==> config.mk <==
export PLATFORM = sky130hd
export DESIGN_NAME = hsv_to_rgb_converter
export DESIGN_NICKNAME = d
export VERILOG_FILES = /design/src/rtl/hsvc_pkg.sv /design/src/rtl/hsvc_front.sv /design/src/rtl/hsvc_frac.sv /design/src/rtl/hsvc_mix.sv /design/src/rtl/hsv_to_rgb_converter.sv
export VERILOG_INCLUDE_DIRS = /design/src /design/src/rtl
export SDC_FILE = /design/constraint.sdc
export NUM_CORES = 2
export LEC_CHECK = 0
export ABC_AREA = 1
export BUFFER_PORTS_ARGS = -buffer_cell sky130_fd_sc_hd__buf_2
export CORE_ASPECT_RATIO = 1.5
export CORE_UTILIZATION = 28
export CTS_CLUSTER_SIZE = 14
export DETAILED_ROUTE_END_ITERATION = 8
export HOLD_SLACK_MARGIN = 0.1
export SKIP_LAST_GASP = 1
export SLEW_MARGIN = 10
export SYNTH_ARGS = -nofsm -noshare
export SYNTH_HDL_FRONTEND = slang
export SYNTH_SLANG_ARGS = --single-unit
==> constraint.sdc <==
create_clock -name clk -period 7.35 [get_ports clk]
set_input_delay 1.1025 -clock clk [delete_from_list [all_inputs] [get_ports clk]]
set_output_delay 1.1025 -clock clk [all_outputs]
set_load 0.02 [all_outputs]
==> src/rtl/hsv_to_rgb_converter_macros.svh <==
// ----------------------------------------------------------------------------
// HSV to RGB converter assertion macros
// Shared concurrent assertion forms, clocked on clk and quiet during reset.
// ----------------------------------------------------------------------------
`ifndef HSV_TO_RGB_CONVERTER_MACROS_SVH
`define HSV_TO_RGB_CONVERTER_MACROS_SVH

// Same-cycle implication.
`define HSVC_ASSERT_IMPL(lbl, ante, cons, msg) \
	lbl: assert property (@(posedge clk) disable iff (!arst_n) (ante) |-> (cons)) \
		else $error(msg);

// Next-cycle implication.
`define HSVC_ASSERT_NEXT(lbl, ante, cons, msg) \
	lbl: assert property (@(posedge clk) disable iff (!arst_n) (ante) |=> (cons)) \
		else $error(msg);

`endif

==> src/rtl/hsvc_pkg.sv <==
// ----------------------------------------------------------------------------
// HSV to RGB converter package
// Shared widths, hue constants, sector codes and the sector tag type.
// ----------------------------------------------------------------------------
package hsvc_pkg;

	localparam int FRAC_BITS_DEF = 14;
	localparam int IN_W          = 16;
	localparam int CHAN_W        = 15;
	localparam int HUE_W         = 15;
	localparam int REM_W         = 12;
	localparam int HUE_TURN      = 23040;

	localparam logic [HUE_W-1:0] HUE_SECTOR = 15'd3840;

	typedef enum logic [2:0] {
		SEC_RED     = 3'd0,
		SEC_YELLOW  = 3'd1,
		SEC_GREEN   = 3'd2,
		SEC_CYAN    = 3'd3,
		SEC_BLUE    = 3'd4,
		SEC_MAGENTA = 3'd5
	} sector_t;

	typedef struct packed {
		sector_t sector;
		logic    gray;
	} tag_t;

endpackage

==> src/rtl/hsvc_front.sv <==
// ----------------------------------------------------------------------------
// HSV front end
// Stage 1 wraps hue and clamps saturation and value; stage 2 finds the
// sector, the remainder within it, and p = v * (1 - s).
// ----------------------------------------------------------------------------
module hsvc_front #(
	parameter int FRAC_BITS = hsvc_pkg::FRAC_BITS_DEF
) (
	input  logic                                clk,
	input  logic                                arst_n,
	input  logic                                hsv_valid,
	output logic                                hsv_ready,
	input  logic signed [hsvc_pkg::IN_W-1:0]    hue,
	input  logic signed [hsvc_pkg::IN_W-1:0]    saturation,
	input  logic signed [hsvc_pkg::IN_W-1:0]    brightness,
	output logic                                sec_valid,
	input  logic                                sec_ready,
	output hsvc_pkg::tag_t                      sec_tag,
	output logic [hsvc_pkg::REM_W-1:0]          sec_rem,
	output logic [FRAC_BITS:0]                  sec_s,
	output logic [FRAC_BITS:0]                  sec_v,
	output logic [FRAC_BITS:0]                  sec_p
);

	localparam int UW = FRAC_BITS + 1;
	localparam int PW = 2 * UW;
	localparam int HW = hsvc_pkg::IN_W + 1;
	localparam logic [UW-1:0] ONE  = {1'b1, {FRAC_BITS{1'b0}}};
	localparam logic [UW-1:0] HALF = ONE >> 1;
	localparam logic signed [HW-1:0] TURN = HW'(hsvc_pkg::HUE_TURN);

	function automatic logic [UW-1:0] clamp_unit(input logic signed [hsvc_pkg::IN_W-1:0] x);
		logic [hsvc_pkg::IN_W-2:0] m;
		m = x[hsvc_pkg::IN_W-2:0];
		if (x <= 0) begin
			return '0;
		end
		if (m > ONE) begin
			return ONE;
		end
		return UW'(m);
	endfunction

	// Stage 1
	logic                          v_s1;
	logic [hsvc_pkg::HUE_W-1:0]    h_s1;
	logic [UW-1:0]                 s_s1;
	logic [UW-1:0]                 val_s1;
	logic                          s1_ready;

	logic signed [HW-1:0] h0, h1, h2;

	always_comb begin
		h0 = {hue[hsvc_pkg::IN_W-1], hue};
		if (h0 < 0) begin
			h1 = h0 + TURN;
		end else if (h0 >= TURN) begin
			h1 = h0 - TURN;
		end else begin
			h1 = h0;
		end
		if (h1 < 0) begin
			h2 = h1 + TURN;
		end else if (h1 >= TURN) begin
			h2 = h1 - TURN;
		end else begin
			h2 = h1;
		end
	end

	// Stage 2
	logic                          v_s2;
	hsvc_pkg::tag_t                tag_s2;
	logic [hsvc_pkg::REM_W-1:0]    rem_s2;
	logic [UW-1:0]                 s_s2;
	logic [UW-1:0]                 val_s2;
	logic [UW-1:0]                 p_s2;
	logic                          s2_ready;

	hsvc_pkg::sector_t             sec;
	logic [hsvc_pkg::HUE_W-1:0]    base;
	logic [hsvc_pkg::HUE_W-1:0]    rem_full;
	logic [PW-1:0]                 p_prod;

	always_comb begin
		priority if (h_s1 >= 5 * hsvc_pkg::HUE_SECTOR) begin
			sec  = hsvc_pkg::SEC_MAGENTA;
			base = hsvc_pkg::HUE_W'(5 * hsvc_pkg::HUE_SECTOR);
		end else if (h_s1 >= 4 * hsvc_pkg::HUE_SECTOR) begin
			sec  = hsvc_pkg::SEC_BLUE;
			base = hsvc_pkg::HUE_W'(4 * hsvc_pkg::HUE_SECTOR);
		end else if (h_s1 >= 3 * hsvc_pkg::HUE_SECTOR) begin
			sec  = hsvc_pkg::SEC_CYAN;
			base = hsvc_pkg::HUE_W'(3 * hsvc_pkg::HUE_SECTOR);
		end else if (h_s1 >= 2 * hsvc_pkg::HUE_SECTOR) begin
			sec  = hsvc_pkg::SEC_GREEN;
			base = hsvc_pkg::HUE_W'(2 * hsvc_pkg::HUE_SECTOR);
		end else if (h_s1 >= hsvc_pkg::HUE_SECTOR) begin
			sec  = hsvc_pkg::SEC_YELLOW;
			base = hsvc_pkg::HUE_SECTOR;
		end else begin
			sec  = hsvc_pkg::SEC_RED;
			base = '0;
		end
		rem_full = h_s1 - base;
		p_prod   = PW'(val_s1) * PW'(ONE - s_s1) + PW'(HALF);
	end

	assign s1_ready  = !v_s1 || s2_ready;
	assign s2_ready  = !v_s2 || sec_ready;
	assign hsv_ready = s1_ready;

	always_ff @(posedge clk or negedge arst_n) begin
		if (!arst_n) begin
			v_s1 <= 1'b0;
			v_s2 <= 1'b0;
		end else begin
			if (s1_ready) begin
				v_s1 <= hsv_valid;
			end
			if (s2_ready) begin
				v_s2 <= v_s1;
			end
		end
	end

	always_ff @(posedge clk) begin
		if (s1_ready && hsv_valid) begin
			h_s1   <= h2[hsvc_pkg::HUE_W-1:0];
			s_s1   <= clamp_unit(saturation);
			val_s1 <= clamp_unit(brightness);
		end
		if (s2_ready && v_s1) begin
			tag_s2.sector <= sec;
			tag_s2.gray   <= (s_s1 == '0);
			rem_s2        <= rem_full[hsvc_pkg::REM_W-1:0];
			s_s2          <= s_s1;
			val_s2        <= val_s1;
			p_s2          <= p_prod[FRAC_BITS +: UW];
		end
	end

	assign sec_valid = v_s2;
	assign sec_tag   = tag_s2;
	assign sec_rem   = rem_s2;
	assign sec_s     = s_s2;
	assign sec_v     = val_s2;
	assign sec_p     = p_s2;

endmodule

==> src/rtl/hsvc_frac.sv <==
// ----------------------------------------------------------------------------
// HSV sector fraction
// f = floor(rem * 2^FRAC_BITS / 3840), taken as a shift by 8 and a divide
// by 15 through a reciprocal multiply (stage 3) and a one-step fixup (stage 4).
// ----------------------------------------------------------------------------
module hsvc_frac #(
	parameter int FRAC_BITS = hsvc_pkg::FRAC_BITS_DEF
) (
	input  logic                          clk,
	input  logic                          arst_n,
	input  logic                          sec_valid,
	output logic                          sec_ready,
	input  hsvc_pkg::tag_t                sec_tag,
	input  logic [hsvc_pkg::REM_W-1:0]    sec_rem,
	input  logic [FRAC_BITS:0]            sec_s,
	input  logic [FRAC_BITS:0]            sec_v,
	input  logic [FRAC_BITS:0]            sec_p,
	output logic                          frc_valid,
	input  logic                          frc_ready,
	output hsvc_pkg::tag_t                frc_tag,
	output logic [FRAC_BITS-1:0]          frc_f,
	output logic [FRAC_BITS:0]            frc_s,
	output logic [FRAC_BITS:0]            frc_v,
	output logic [FRAC_BITS:0]            frc_p
);

	localparam int UW = FRAC_BITS + 1;
	localparam int NW = FRAC_BITS + 4;
	localparam int MW = NW - 3;
	localparam logic [MW-1:0] RECIP = MW'((1 << NW) / 15);

	logic [NW-1:0]      n;
	logic [NW+MW-1:0]   prod;

	// Stage 3: estimate, low by at most one
	logic               v_s3;
	hsvc_pkg::tag_t     tag_s3;
	logic [NW-1:0]      n_s3;
	logic [FRAC_BITS-1:0] q0_s3;
	logic [UW-1:0]      s_s3;
	logic [UW-1:0]      val_s3;
	logic [UW-1:0]      p_s3;
	logic               s3_ready;

	// Stage 4: corrected fraction
	logic               v_s4;
	hsvc_pkg::tag_t     tag_s4;
	logic [FRAC_BITS-1:0] f_s4;
	logic [UW-1:0]      s_s4;
	logic [UW-1:0]      val_s4;
	logic [UW-1:0]      p_s4;
	logic               s4_ready;

	logic [NW-1:0]      times15;
	logic [NW-1:0]      resid;

	always_comb begin
		n       = NW'(sec_rem) << (FRAC_BITS - 8);
		prod    = (NW+MW)'(n) * (NW+MW)'(RECIP);
		times15 = (NW'(q0_s3) << 4) - NW'(q0_s3);
		resid   = n_s3 - times15;
	end

	assign s3_ready  = !v_s3 || s4_ready;
	assign s4_ready  = !v_s4 || frc_ready;
	assign sec_ready = s3_ready;

	always_ff @(posedge clk or negedge arst_n) begin
		if (!arst_n) begin
			v_s3 <= 1'b0;
			v_s4 <= 1'b0;
		end else begin
			if (s3_ready) begin
				v_s3 <= sec_valid;
			end
			if (s4_ready) begin
				v_s4 <= v_s3;
			end
		end
	end

	always_ff @(posedge clk) begin
		if (s3_ready && sec_valid) begin
			tag_s3 <= sec_tag;
			n_s3   <= n;
			q0_s3  <= prod[NW +: FRAC_BITS];
			s_s3   <= sec_s;
			val_s3 <= sec_v;
			p_s3   <= sec_p;
		end
		if (s4_ready && v_s3) begin
			tag_s4 <= tag_s3;
			f_s4   <= q0_s3 + FRAC_BITS'(resid >= NW'(15));
			s_s4   <= s_s3;
			val_s4 <= val_s3;
			p_s4   <= p_s3;
		end
	end

	assign frc_valid = v_s4;
	assign frc_tag   = tag_s4;
	assign frc_f     = f_s4;
	assign frc_s     = s_s4;
	assign frc_v     = val_s4;
	assign frc_p     = p_s4;

endmodule

==> src/rtl/hsvc_mix.sv <==
// ----------------------------------------------------------------------------
// HSV channel mixer
// Stage 5 scales s by f and 1-f, stage 6 forms q and t, stage 7 picks the
// channels by sector and holds the result beat.
// ----------------------------------------------------------------------------
module hsvc_mix #(
	parameter int FRAC_BITS = hsvc_pkg::FRAC_BITS_DEF
) (
	input  logic                          clk,
	input  logic                          arst_n,
	input  logic                          frc_valid,
	output logic                          frc_ready,
	input  hsvc_pkg::tag_t                frc_tag,
	input  logic [FRAC_BITS-1:0]          frc_f,
	input  logic [FRAC_BITS:0]            frc_s,
	input  logic [FRAC_BITS:0]            frc_v,
	input  logic [FRAC_BITS:0]            frc_p,
	output logic                          rgb_valid,
	input  logic                          rgb_ready,
	output logic [hsvc_pkg::CHAN_W-1:0]   red,
	output logic [hsvc_pkg::CHAN_W-1:0]   green,
	output logic [hsvc_pkg::CHAN_W-1:0]   blue
);

	localparam int UW = FRAC_BITS + 1;
	localparam int PW = 2 * UW;
	localparam logic [UW-1:0] ONE  = {1'b1, {FRAC_BITS{1'b0}}};
	localparam logic [UW-1:0] HALF = ONE >> 1;

	// Stage 5
	logic               v_s5;
	hsvc_pkg::tag_t     tag_s5;
	logic [UW-1:0]      sf_s5;
	logic [UW-1:0]      sg_s5;
	logic [UW-1:0]      val_s5;
	logic [UW-1:0]      p_s5;
	logic               s5_ready;

	// Stage 6
	logic               v_s6;
	hsvc_pkg::tag_t     tag_s6;
	logic [UW-1:0]      q_s6;
	logic [UW-1:0]      t_s6;
	logic [UW-1:0]      val_s6;
	logic [UW-1:0]      p_s6;
	logic               s6_ready;

	// Stage 7, output beat
	logic                         v_s7;
	logic [hsvc_pkg::CHAN_W-1:0]  red_s7;
	logic [hsvc_pkg::CHAN_W-1:0]  green_s7;
	logic [hsvc_pkg::CHAN_W-1:0]  blue_s7;
	logic                         s7_ready;

	logic [PW-1:0] sf_prod, sg_prod, q_prod, t_prod;
	logic [UW-1:0] r_sel, g_sel, b_sel;

	always_comb begin
		sf_prod = PW'(frc_s) * PW'(UW'(frc_f)) + PW'(HALF);
		sg_prod = PW'(frc_s) * PW'(ONE - UW'(frc_f)) + PW'(HALF);
		q_prod  = PW'(val_s5) * PW'(ONE - sf_s5) + PW'(HALF);
		t_prod  = PW'(val_s5) * PW'(ONE - sg_s5) + PW'(HALF);
	end

	always_comb begin
		unique case (tag_s6.sector)
			hsvc_pkg::SEC_RED: begin
				r_sel = val_s6; g_sel = t_s6;   b_sel = p_s6;
			end
			hsvc_pkg::SEC_YELLOW: begin
				r_sel = q_s6;   g_sel = val_s6; b_sel = p_s6;
			end
			hsvc_pkg::SEC_GREEN: begin
				r_sel = p_s6;   g_sel = val_s6; b_sel = t_s6;
			end
			hsvc_pkg::SEC_CYAN: begin
				r_sel = p_s6;   g_sel = q_s6;   b_sel = val_s6;
			end
			hsvc_pkg::SEC_BLUE: begin
				r_sel = t_s6;   g_sel = p_s6;   b_sel = val_s6;
			end
			default: begin
				r_sel = val_s6; g_sel = p_s6;   b_sel = q_s6;
			end
		endcase
		if (tag_s6.gray) begin
			r_sel = val_s6;
			g_sel = val_s6;
			b_sel = val_s6;
		end
	end

	assign s5_ready  = !v_s5 || s6_ready;
	assign s6_ready  = !v_s6 || s7_ready;
	assign s7_ready  = !v_s7 || rgb_ready;
	assign frc_ready = s5_ready;

	always_ff @(posedge clk or negedge arst_n) begin
		if (!arst_n) begin
			v_s5 <= 1'b0;
			v_s6 <= 1'b0;
			v_s7 <= 1'b0;
		end else begin
			if (s5_ready) begin
				v_s5 <= frc_valid;
			end
			if (s6_ready) begin
				v_s6 <= v_s5;
			end
			if (s7_ready) begin
				v_s7 <= v_s6;
			end
		end
	end

	always_ff @(posedge clk) begin
		if (s5_ready && frc_valid) begin
			tag_s5 <= frc_tag;
			sf_s5  <= sf_prod[FRAC_BITS +: UW];
			sg_s5  <= sg_prod[FRAC_BITS +: UW];
			val_s5 <= frc_v;
			p_s5   <= frc_p;
		end
		if (s6_ready && v_s5) begin
			tag_s6 <= tag_s5;
			q_s6   <= q_prod[FRAC_BITS +: UW];
			t_s6   <= t_prod[FRAC_BITS +: UW];
			val_s6 <= val_s5;
			p_s6   <= p_s5;
		end
		if (s7_ready && v_s6) begin
			red_s7   <= hsvc_pkg::CHAN_W'(r_sel);
			green_s7 <= hsvc_pkg::CHAN_W'(g_sel);
			blue_s7  <= hsvc_pkg::CHAN_W'(b_sel);
		end
	end

	assign rgb_valid = v_s7;
	assign red       = red_s7;
	assign green     = green_s7;
	assign blue      = blue_s7;

endmodule

==> src/rtl/hsv_to_rgb_converter.sv <==
// ----------------------------------------------------------------------------
// HSV to RGB converter
// Fixed-point hexcone HSV to RGB, one pixel per clock while rgb_ready is
// high. Hue comes in 1/64 degree units and is wrapped into one turn;
// saturation and value are clamped to [0, 1.0] with 1.0 = 2^FRAC_BITS,
// and the channels leave as 15-bit fields. Each accepted beat passes
// seven register stages, the last one driving rgb_valid: hue wrap and
// clamping, sector search with p, the reciprocal multiply for f, its
// one-step fixup, s*f and s*(1-f), q and t, and the sector pick into the
// output register. A new beat enters every clock unless a stall holds it.
// Every stage carries its own valid bit, so hsv_ready drops only when all
// seven stages hold a pixel and the output beat is not being taken; a
// stall anywhere holds the data in place and a gap is closed up by the
// stages behind it. Zero saturation gives gray with all channels equal to
// the clamped value. There is no state across pixels and no configuration.
// ----------------------------------------------------------------------------
`include "hsv_to_rgb_converter_macros.svh"

module hsv_to_rgb_converter #(
	parameter int FRAC_BITS = hsvc_pkg::FRAC_BITS_DEF
) (
	input  logic                                clk,
	input  logic                                arst_n,
	input  logic                                hsv_valid,
	output logic                                hsv_ready,
	input  logic signed [hsvc_pkg::IN_W-1:0]    hue,
	input  logic signed [hsvc_pkg::IN_W-1:0]    saturation,
	input  logic signed [hsvc_pkg::IN_W-1:0]    brightness,
	output logic                                rgb_valid,
	input  logic                                rgb_ready,
	output logic [hsvc_pkg::CHAN_W-1:0]         red,
	output logic [hsvc_pkg::CHAN_W-1:0]         green,
	output logic [hsvc_pkg::CHAN_W-1:0]         blue
);

	// Front end to fraction unit: sector, remainder, s, v and p.
	logic                          sec_valid;
	logic                          sec_ready;
	hsvc_pkg::tag_t                sec_tag;
	logic [hsvc_pkg::REM_W-1:0]    sec_rem;
	logic [FRAC_BITS:0]            sec_s;
	logic [FRAC_BITS:0]            sec_v;
	logic [FRAC_BITS:0]            sec_p;

	// Fraction unit to mixer: f joins the carried fields.
	logic                          frc_valid;
	logic                          frc_ready;
	hsvc_pkg::tag_t                frc_tag;
	logic [FRAC_BITS-1:0]          frc_f;
	logic [FRAC_BITS:0]            frc_s;
	logic [FRAC_BITS:0]            frc_v;
	logic [FRAC_BITS:0]            frc_p;

	hsvc_front #(
		.FRAC_BITS (FRAC_BITS)
	) u_front (
		.clk        (clk),
		.arst_n     (arst_n),
		.hsv_valid  (hsv_valid),
		.hsv_ready  (hsv_ready),
		.hue        (hue),
		.saturation (saturation),
		.brightness (brightness),
		.sec_valid  (sec_valid),
		.sec_ready  (sec_ready),
		.sec_tag    (sec_tag),
		.sec_rem    (sec_rem),
		.sec_s      (sec_s),
		.sec_v      (sec_v),
		.sec_p      (sec_p)
	);

	hsvc_frac #(
		.FRAC_BITS (FRAC_BITS)
	) u_frac (
		.clk       (clk),
		.arst_n    (arst_n),
		.sec_valid (sec_valid),
		.sec_ready (sec_ready),
		.sec_tag   (sec_tag),
		.sec_rem   (sec_rem),
		.sec_s     (sec_s),
		.sec_v     (sec_v),
		.sec_p     (sec_p),
		.frc_valid (frc_valid),
		.frc_ready (frc_ready),
		.frc_tag   (frc_tag),
		.frc_f     (frc_f),
		.frc_s     (frc_s),
		.frc_v     (frc_v),
		.frc_p     (frc_p)
	);

	hsvc_mix #(
		.FRAC_BITS (FRAC_BITS)
	) u_mix (
		.clk       (clk),
		.arst_n    (arst_n),
		.frc_valid (frc_valid),
		.frc_ready (frc_ready),
		.frc_tag   (frc_tag),
		.frc_f     (frc_f),
		.frc_s     (frc_s),
		.frc_v     (frc_v),
		.frc_p     (frc_p),
		.rgb_valid (rgb_valid),
		.rgb_ready (rgb_ready),
		.red       (red),
		.green     (green),
		.blue      (blue)
	);

	// An empty output stage means every stage behind it can advance.
	`HSVC_ASSERT_IMPL(a_drain_ready, !rgb_valid, hsv_ready, "input stalled with empty output")
	// The gray flag must track the saturation it was derived from.
	`HSVC_ASSERT_IMPL(a_gray_flag, frc_valid, frc_tag.gray == (frc_s == '0), "gray flag out of step with saturation")
	// With zero saturation p reduces exactly to v.
	`HSVC_ASSERT_IMPL(a_gray_p, frc_valid && frc_tag.gray, frc_p == frc_v, "p differs from v on gray pixel")
	// A stalled fraction beat must hold until the mixer takes it.
	`HSVC_ASSERT_NEXT(a_frc_hold, frc_valid && !frc_ready, frc_valid && $stable(frc_f) && $stable(frc_tag), "fraction beat changed while stalled")

endmodule
==> out/qor.csv <==
stage,metric,value,unit
setup_path,"most used cell, CP",fa_1,
clocking,"Clk pin slew, worst setup/hold paths",0.06,ns
setup_path,crit path DAT,7.37,ns
floorplanning,I/O pin count,99,
sta,setup repair after global routing missed its margin,yes,
drt,via count,43470,
sta,final count of hold timing violations,0,
synth,Yosys warnings,0,
flow_run,Max Cap Viol,0,
setup_path,Critical Path RT,7.69,ns
global_route,initial antenna violation count,2,
synth,"Seq/Total Area, Yosys",21.64,%
cells_and_area,share of cells above drive strength 1,7.579,%
sta,Max Freq,142.3,MHz
drt,Avg WL per Cell,16.85,um
global_route,grt total ovfl,0,
setup_path,WS Path Type,reg2reg,
sta,worst hold slack,0.3316,ns
global_route,met2 usage,29.52,%
drt,Detailed Route WL,160500,um
drt,number of remaining DRC errors,0,
status,status,finished clean,
hold_path,hold crit path type,in2async,
synth,Syn Area/Cell,8.997,um^2
cells_and_area,"commonest cells after routing, fill and taps aside","inv_1, nand2_1, fa_1",
drt,vias per cell,4.565,
global_route,GRT Util Overall,15.44,%
floorplanning,Die H,562.7,um
global_route,first-pass GRT wire length,255300,um
sta,Rel. slew slack,11.59,%
cells_and_area,"commonest non-fill, non-tap cell in the layout",inv_1,
sta,Final Slew Violations,0,
drt,drt initial violations,2371,
synth,area of the mapped netlist,0.05868,mm^2
global_route,GRT met1 Usage,16.21,%
clocking,clk_lat worst skew,0.60,ns
synth,"FF+latch count, synth",424,
setup_path,Critical-path top delay cell,fa_1,
global_route,largest net degree at the start of global routing,65,
synth,"Net Count, Synth",8071,
sta,Slew @ Worst Pin,1.321,ns
drt,drt first pass iters,6,
global_route,GR Layer Usage met3,1.767,%
clocking,H-Tree Depth,2,
sta,min Tclk post-route,7.027,ns
floorplanning,Die Area,0.2114,mm^2
sta,clk_skew,0.01858,ns
setup_path,"slowest stage delay, CP",0.56,ns
setup_path,critical path startpoint category,register,
floorplanning,Starting Density,28.21,%
drt,DRT antenna net count,0,
clocking,TritonCTS Buffers,45,
synth,Synth cell types,61,
placed_design,HPWL after DPL,133500,um
sta,final worst-path cycle share,95.61,%
setup_path,Worst setup EP type,register,
cells_and_area,synth-to-layout area growth,11.46,%
cells_and_area,Final #Nets,8241,
global_route,most used routing layer,met2,
clocking,Max Root-Sink Buffers,3,
floorplanning,# rows,205,
clocking,clk root buf,clkbuf_16,
placed_design,Routability Congestion,0.9403,
synth,Syn Inst Count,6522,
clocking,CTS tree,yes,
placed_design,I/O Buffers,98,
floorplanning,Die X,375.8,um
sta,setup violators final,0,
floorplanning,CORE AREA,0.2080,mm^2
global_route,vias in the first global route,47840,
clocking,clk sinks,424,
setup_path,Crit Path Max Fanout,15,
## worst max-delay path, delay by kind of cell (launching register included)
| family | cells | cell delay [ns] |
|---|---|---|
| AOI/OAI and AO/OA | 3 | 0.53 |
| xor gates and xnor gates | 1 | 0.15 |
| adders and majority gates | 7 | 3.30 |
| buffers and inverters | 6 | 0.65 |
| DFF | 1 | 0.40 |
| and+or+nand+nor | 12 | 1.71 |
## metal layers
metal | vias up | share of wire, %
li1 | 19960 | -
met1 | 21700 | 36
met2 | 1341 | 53
met3 | 474 | 4.7
met4 | 0 | 6.4
met5 | - | 0
## logic make-up after synthesis
family / count (synthesis) / synth area share [%]
AND/OR/NAND/NOR: 2047 / 14.04
AO/OA/AOI/OAI: 513 / 5.041
adder cells (fa/ha/maj): 1497 / 44.74
XOR/XNOR: 166 / 2.478
flip-flops: 424 / 21.64
buffers and inverters: 1875 / 12.06
## cell type report
type                    count  area (um^2)
flip-flops and latches    424        12700
inverters                1708         6460
clock buffers              54         1181
clock inverters            30        385.4
repair buffers            288         1996
multi-input cells        4223        39170
well taps                2794         3496
repair inverters            2        10.01
fillers                 21690       142600
diodes                      1        2.502
## metrics by stage
step,cell area (um^2),TNS [ns],util (%),cells,worst slack (ns)
floorplan,58680,0,-,6522,0.5983
global placement,63350,0,30.46,9416,0.08330
detailed placement,63350,0,30.46,9416,0.02626
CTS,64920,0,31.21,9500,0.002053
global route,65400,-0.07828,31.44,9524,-0.04637
finish,65400,0,31.44,9524,0.3228
## worst paths after layout
| kind | endpoint | slack (ns) | start | cells after the start |
|---|---|---|---|---|
| worst max-delay path | u_mix.q_s6[12] | 0.32 | u_mix.sf_s5[0] | 29 |
| worst max register to register | u_mix.q_s6[12] | 0.32 | u_mix.sf_s5[0] | 29 |
| worst min register to register | u_mix.p_s6[1] | 0.42 | u_mix.p_s5[1] | 0 |
| min in group clk | u_mix.p_s6[1] | 0.42 | u_mix.p_s5[1] | 0 |
| worst min-delay path | u_mix.rgb_valid | 0.33 | arst_n | 1 |
| max in group asynchronous | u_frac.frc_valid | 6.85 | arst_n | 1 |
## what timing repair did
action	4_1_cts	5_1_grt
hold buffers	0	0
buffers inserted	0	21
setup endpoints to repair	0	38
gates resized for setup	0	81
hold endpoints to repair	0	0
## cell usage after synthesis (all sizes together)
cell type  count  area share (%)
a211oi         8            0.10
a21boi         1           0.013
a21o           8            0.10
a21oi        209             1.8
a221oi         4           0.060
a22oi          9            0.12
a31o           3           0.045
a31oi         11            0.12
a41oi          2           0.030
and2           4           0.043
buf           25            0.22
clkbuf       142            0.91
clkinv        29            0.19
dfrtp          7            0.30
edfxtp       417              21
fa          1002              34
ha           495              11
inv         1679              11
nand2       1248             8.1
nand2b         1           0.011
nand3         87            0.79
nand3b         6           0.077
nand4         33            0.36
nor2         587             3.8
nor3          40            0.41
nor3b          1           0.013
nor4          19            0.21
o2111ai        3           0.045
o211ai        12            0.15
o21a          15            0.19
o21ai        173             1.5
o21bai         8            0.10
o221a          1           0.019
o221ai        34            0.51
o22ai         10            0.11
o31ai          2           0.034
or2           18            0.19
or3            2           0.021
or4            1           0.013
xnor2         70             1.0
xor2          96             1.4
Power is left out: the tool's default activity adds up to more than one toggle a clock period on the data nets, which glitch-free logic cannot reach.
